$ cat config.mk
export PLATFORM = sky130hd
export DESIGN_NAME = crcomb_ctrl
export DESIGN_NICKNAME = d
export VERILOG_FILES = /design/src/design/crcomb_pkg.sv /design/src/design/crcomb_ctrl.sv
export SDC_FILE = /design/constraint.sdc
export NUM_CORES = 1
export LEC_CHECK = 0
export BUFFER_PORTS_ARGS = -buffer_cell sky130_fd_sc_hd__buf_4
export CORE_UTILIZATION = 60
export CTS_CLUSTER_SIZE = 30
export DETAILED_ROUTE_END_ITERATION = 7
export PLACE_DENSITY = 0.84
export RECOVER_POWER = 25
export SETUP_SLACK_MARGIN = 0.2
export SLEW_MARGIN = 25
export SYNTH_ARGS = -nofsm -noshare
export SYNTH_HDL_FRONTEND = slang
export SYNTH_SLANG_ARGS = --single-unit
$ cat constraint.sdc
create_clock -name clock -period 3.23 [get_ports clock]
set_input_delay 0.646 -clock clock [delete_from_list [all_inputs] [get_ports clock]]
set_output_delay 0.646 -clock clock [all_outputs]
set_load 0.01 [all_outputs]
$ cat src/design/crcomb_pkg.sv
// Shared types, constants and helpers for the Chinese-remainder combiner.
package crcomb_pkg;

   // Fixed widths of the request and response fields.
   localparam int IN_BITS   = 16;
   localparam int PROD_BITS = 64;
   localparam int MUL_BITS  = 32;

   // Step counter of the shift-subtract divider holds up to PROD_BITS.
   localparam int DIV_CNT_BITS = $clog2(PROD_BITS + 1);

   // Defaults for the top-level parameters.
   localparam int DEF_MAX_PAIRS    = 4;
   localparam int DEF_MODULUS_BITS = 16;

   // Datapath operations issued by the controller.
   typedef enum logic [3:0] {
      OP_NONE,
      OP_LOAD,
      OP_PROD,
      OP_DIV_LOAD,
      OP_DIV_STEP,
      OP_EUC_INIT,
      OP_EUC_MUL,
      OP_EUC_UPD,
      OP_INV,
      OP_RES_MUL,
      OP_TERM_MUL,
      OP_ROOM,
      OP_ACC,
      OP_OUT
   } dp_op_type;

   // Dividend source of a divider load; it also fixes divisor and step count.
   typedef enum logic [2:0] {
      DS_PROD,
      DS_COF,
      DS_R0,
      DS_RES,
      DS_MUL
   } div_src_type;

   // Controller states.
   typedef enum logic [4:0] {
      S_IDLE,
      S_PROD,
      S_COF_LD,
      S_COF_DIV,
      S_X_LD,
      S_X_DIV,
      S_EUC_INIT,
      S_EUC_TEST,
      S_EUC_DIV,
      S_EUC_MUL,
      S_EUC_UPD,
      S_INV,
      S_RES_LD,
      S_RES_DIV,
      S_RES_MUL,
      S_TERM_LD,
      S_TERM_DIV,
      S_TERM_MUL,
      S_ROOM,
      S_ACC,
      S_OUT
   } ctrl_state_type;

   // Command from controller to datapath.
   typedef struct packed {
      dp_op_type   op;
      div_src_type src;
   } dp_cmd_type;

   // Status from datapath to controller.
   typedef struct packed {
      logic n_last;
      logic m_zero;
      logic bad;
      logic r1_zero;
      logic gcd_bad;
   } dp_status_type;

   // Number of divider steps for each dividend source.
   function automatic logic [DIV_CNT_BITS-1:0] div_steps(input div_src_type src);
      logic [DIV_CNT_BITS-1:0] steps;
      case (src)
         DS_PROD, DS_COF: steps = DIV_CNT_BITS'(PROD_BITS);
         DS_MUL:          steps = DIV_CNT_BITS'(MUL_BITS);
         default:         steps = DIV_CNT_BITS'(IN_BITS);
      endcase
      return steps;
   endfunction

endpackage

$ cat src/design/crcomb_ctrl.sv
// Controller state machine of the Chinese-remainder combiner.
module crcomb_ctrl
   import crcomb_pkg::*;
#(
   parameter int MAX_PAIRS = DEF_MAX_PAIRS
) (
   input  logic          clock,
   input  logic          reset,
   input  logic          start,
   input  logic          req_last_item,
   input  dp_status_type status,
   output dp_cmd_type    cmd,
   output logic [((MAX_PAIRS > 1) ? $clog2(MAX_PAIRS) : 1)-1:0] pair_idx,
   output logic          busy
);

   localparam int IW = (MAX_PAIRS > 1) ? $clog2(MAX_PAIRS) : 1;

   ctrl_state_type          state_ff, state_in;
   logic [IW-1:0]           idx_ff, idx_in;
   logic [DIV_CNT_BITS-1:0] cnt_ff, cnt_in;
   logic                    cnt_end;

   assign cnt_end = (cnt_ff == DIV_CNT_BITS'(1));

   // Next state and pair index.
   always_comb begin
      state_in = state_ff;
      idx_in   = idx_ff;
      case (state_ff)
         S_IDLE: begin
            if (start && req_last_item) begin
               state_in = S_PROD;
               idx_in   = '0;
            end
         end
         S_PROD: begin
            if (status.n_last) begin
               idx_in   = '0;
               state_in = (status.bad || status.m_zero) ? S_OUT : S_COF_LD;
            end else begin
               idx_in = idx_ff + IW'(1);
            end
         end
         S_COF_LD:   state_in = S_COF_DIV;
         S_COF_DIV:  if (cnt_end) state_in = S_X_LD;
         S_X_LD:     state_in = S_X_DIV;
         S_X_DIV:    if (cnt_end) state_in = S_EUC_INIT;
         S_EUC_INIT: state_in = S_EUC_TEST;
         S_EUC_TEST: state_in = status.r1_zero ? S_INV : S_EUC_DIV;
         S_EUC_DIV:  if (cnt_end) state_in = S_EUC_MUL;
         S_EUC_MUL:  state_in = S_EUC_UPD;
         S_EUC_UPD:  state_in = S_EUC_TEST;
         S_INV:      state_in = status.gcd_bad ? S_OUT : S_RES_LD;
         S_RES_LD:   state_in = S_RES_DIV;
         S_RES_DIV:  if (cnt_end) state_in = S_RES_MUL;
         S_RES_MUL:  state_in = S_TERM_LD;
         S_TERM_LD:  state_in = S_TERM_DIV;
         S_TERM_DIV: if (cnt_end) state_in = S_TERM_MUL;
         S_TERM_MUL: state_in = S_ROOM;
         S_ROOM:     state_in = S_ACC;
         S_ACC: begin
            if (status.n_last) begin
               state_in = S_OUT;
            end else begin
               idx_in   = idx_ff + IW'(1);
               state_in = S_COF_LD;
            end
         end
         S_OUT:   state_in = S_IDLE;
         default: state_in = S_IDLE;
      endcase
   end

   // Datapath command for each state.
   always_comb begin
      cmd.op  = OP_NONE;
      cmd.src = DS_PROD;
      case (state_ff)
         S_IDLE:     cmd.op = start ? OP_LOAD : OP_NONE;
         S_PROD:     cmd.op = OP_PROD;
         S_COF_LD: begin
            cmd.op  = OP_DIV_LOAD;
            cmd.src = DS_PROD;
         end
         S_X_LD: begin
            cmd.op  = OP_DIV_LOAD;
            cmd.src = DS_COF;
         end
         S_EUC_TEST: begin
            cmd.op  = status.r1_zero ? OP_NONE : OP_DIV_LOAD;
            cmd.src = DS_R0;
         end
         S_RES_LD: begin
            cmd.op  = OP_DIV_LOAD;
            cmd.src = DS_RES;
         end
         S_TERM_LD: begin
            cmd.op  = OP_DIV_LOAD;
            cmd.src = DS_MUL;
         end
         S_COF_DIV, S_X_DIV, S_EUC_DIV, S_RES_DIV, S_TERM_DIV: cmd.op = OP_DIV_STEP;
         S_EUC_INIT: cmd.op = OP_EUC_INIT;
         S_EUC_MUL:  cmd.op = OP_EUC_MUL;
         S_EUC_UPD:  cmd.op = OP_EUC_UPD;
         S_INV:      cmd.op = OP_INV;
         S_RES_MUL:  cmd.op = OP_RES_MUL;
         S_TERM_MUL: cmd.op = OP_TERM_MUL;
         S_ROOM:     cmd.op = OP_ROOM;
         S_ACC:      cmd.op = OP_ACC;
         S_OUT:      cmd.op = OP_OUT;
         default:    cmd.op = OP_NONE;
      endcase
   end

   // Divider step counter, loaded with each division.
   always_comb begin
      cnt_in = cnt_ff;
      if (cmd.op == OP_DIV_LOAD) begin
         cnt_in = div_steps(cmd.src);
      end else if (cmd.op == OP_DIV_STEP) begin
         cnt_in = cnt_ff - DIV_CNT_BITS'(1);
      end
   end

   always_ff @(posedge clock) begin
      if (reset) begin
         state_ff <= S_IDLE;
         idx_ff   <= '0;
         cnt_ff   <= '0;
      end else begin
         state_ff <= state_in;
         idx_ff   <= idx_in;
         cnt_ff   <= cnt_in;
      end
   end

   assign pair_idx = idx_ff;
   assign busy     = (state_ff != S_IDLE);

endmodule

==> summary.md <==
| Metric | Value |
|---|---|
| Post-Synthesis Cells | 176 |
| Netlist cell types | 47 |
| Leakage | 0.544 nW |
| Worst r2r src | state_ff[0]$_SDFFE_PP0P_ |
| Post-Syn Nets | 187 |
| Clock Latency Late Sink | 0.29 ns |
| Chip Height | 47.4 µm |
| Largest net degree at the start of global routing | 19 |
| Crit start category | register |
| Area Overhead vs Synth | 12.9% |
| # hold bufs at CTS | 0 |
| Fin. Hold Viols | 0 |
| Antenna Nets Post-Route | 0 |
| CP max FO | 13 |
| Htree depth | 1 |
| GR Overflow Total | 0 |
| Synth top area share | 22.7% |
| Fin Clk Skew | 0.0125 ns |
| Post_cts resized | 0 |
| Die Area | 2250 µm² |
| Overall routed net length | 3160 µm |
| Antenna Cells | 0 |
| Number of synthesized flops with an enable pin | 0 |
| Fin area | 1400 µm² |
| Hold crit path type | register to register |
| Avg Inst Size Synth | 7.02 µm² |
| Peak Freq | 336 MHz |
| Fin Hold WS | 0.502 ns |
| Yosys warns | 0 |
| Setup TNS | 0 ns |
| CORE AREA | 1940 µm² |
| Setup violators final | 0 |
| First-pass GRT wire length | 4640 µm |
| Worst-margin pin slew | 0.586 ns |
| Horiz. Die Dim | 47.4 µm |
| FFs w/ async S/R, synth | 0% |
| Outcome | finished, final reports clean |
| Max_cap viols | 0 |
| Row count | 16 |
| Initial drt markers | 58 |
| Via Count | 1375 |
| Drt wl/cell | 14.6 µm |
| Pwr/cell area | 987 nW/µm² |
| Nets@finish | 202 |
| Ys flop type | dfxtp_1 |
| Postcts setup bufs | 0 |
| CP endpoint kind | output pin |
| Post-synthesis cell area | 1240 µm² |
| Power Total | 1.38 mW |
| Area post-placement | 1370 µm² |
| Total track usage | 28.7% |
| Worst reg2reg setup slack | 0.82 ns |
| Clock sinks | 14 |
| Worst Setup Path Type | register to output pin |
| Max-slew violation count | 0 |
| Buffers on Ports | 18 |
| Largest cells by area after synthesis | dfxtp_1 23%, nor2_1 6.7%, nor3_1 6.1% |
| Dominant cell type by area after synthesis | dfxtp_1 |
| Period utilization | 92.2% |
| Crit path from | state_ff[0]$_SDFFE_PP0P_ |
| Clock Root Buffer | clkbuf_4 |
| Peak VDD IR | 0.494 mV |
| Layout cell share with drive strength beyond 1 | 15.3% |
| Drt drc | 0 |
| CTS buffer count | 3 |
| Drt pass-1 iters | 7 |
| Crit path DAT | 2.33 ns |
| Min-delay src | pair_idx[1]$_SDFFE_PP0P_ |
| I/O pins | 19 |
| Max clock buf depth | 2 |
| Top-count cell post-synth | nor2_1 |
| Clock slew at reported path FFs | 0.10 ns |
| Final critical-path required period | 2.98 ns |
| Slew headroom | 60.8% |
| RSZ-0062 raised after global routing | no |
| Vias per cell | 6.34 |
| Initial Util | 63.7% |
| Worst Path Required | 2.58 ns |
| GPL Wtd Cong | 1.00 |
| HPWL Detailed | 2370 µm |
| Synth Register Bits | 14 |
| Vias in the first global route | 1091 |
| CTS tree | built |
| Antenna violations before repair | 0 |
| Seq/Total Area, Yosys | 22.7% |
| Most frequent cells after synthesis | 22 x nor2_1, 15 x nor3_1, 14 x a21oi_1, 14 x dfxtp_1, 13 x o21ai_0 |
report_power, final:
group	internal [mW]	switching, mW	total (mW)
logic	0.380	0.548	0.928
registers	0.235	0.0841	0.319
clock network	0.0686	0.0614	0.130
kinds of logic (layout without fill, tap and decap cells):
group | after synthesis | after routing | share of synthesized area [%]
simple gates | 72 | 72 | 30.7
fa+ha+maj | 2 | 2 | 2.02
mux | 1 | 1 | 0.810
flops | 14 | 14 | 22.7
xor+xnor | 5 | 5 | 3.54
buf+inv | 22 | 36 | 8.60
compound gates | 60 | 60 | 31.7
layout make-up:
| cell class | instances | area [µm²] |
|---|---|---|
| multi-input combinational | 140 | 846 |
| fill | 178 | 547 |
| sequential | 14 | 280 |
| timing repair buffer | 24 | 169 |
| clock buffer | 4 | 36.3 |
| tap | 27 | 33.8 |
| inverter | 8 | 30.0 |
critical path, stage by stage, from the launching register on:
cell and delay (ns):
dfxtp_1 0.54, clkbuf_1 0.48, nor2_1 0.24, a22oi_1 0.25, a21oi_1 0.18, a21o_1 0.21, buf_4 0.14
registers in the layout, indices dropped and copies added (netlist names):
name / count
pair_idx: 2
state_ff: 5
cnt_ff: 7
final timing paths:
| check | end | depth (start not counted) |
|---|---|---|
| worst max-delay path | cmd[3] | 6 |
| worst min-delay path | pair_idx[1]$_SDFFE_PP0P_ | 2 |
| worst max register to register | cnt_ff[5]$_SDFFE_PP0P_ | 6 |
| worst min register to register | pair_idx[1]$_SDFFE_PP0P_ | 2 |
layer usage:
metal / share of wire, % / GRT usage, % / vias to the layer above
met5: 0 / 0 / -
met4: 1.1 / 7.43 / 0
met3: 6.0 / 3.46 / 4
met2: 49 / 51.8 / 55
met1: 44 / 35.6 / 635
li1: - / - / 681
layout by cell type, fill, tap and decap left out, drive strengths merged, types with 7 or more instances in the layout:
master and count:
clkbuf 7, a21oi 15, inv 8, dfxtp 14
buf 21, o21ai 14, nor3 15, nor2 22
stage by stage:
stage          worst slack (ns)  util [%]  std cells
2_1_floorplan              1.04         -        176
3_3_place_gp              0.783      70.7        213
3_5_place_dp              0.726      70.7        213
4_1_cts                   0.437      72.6        217
5_1_grt                   0.139      71.8        217
6_report                  0.253      71.8        217
No activity file was read; power rests on OpenSTA's default activity.
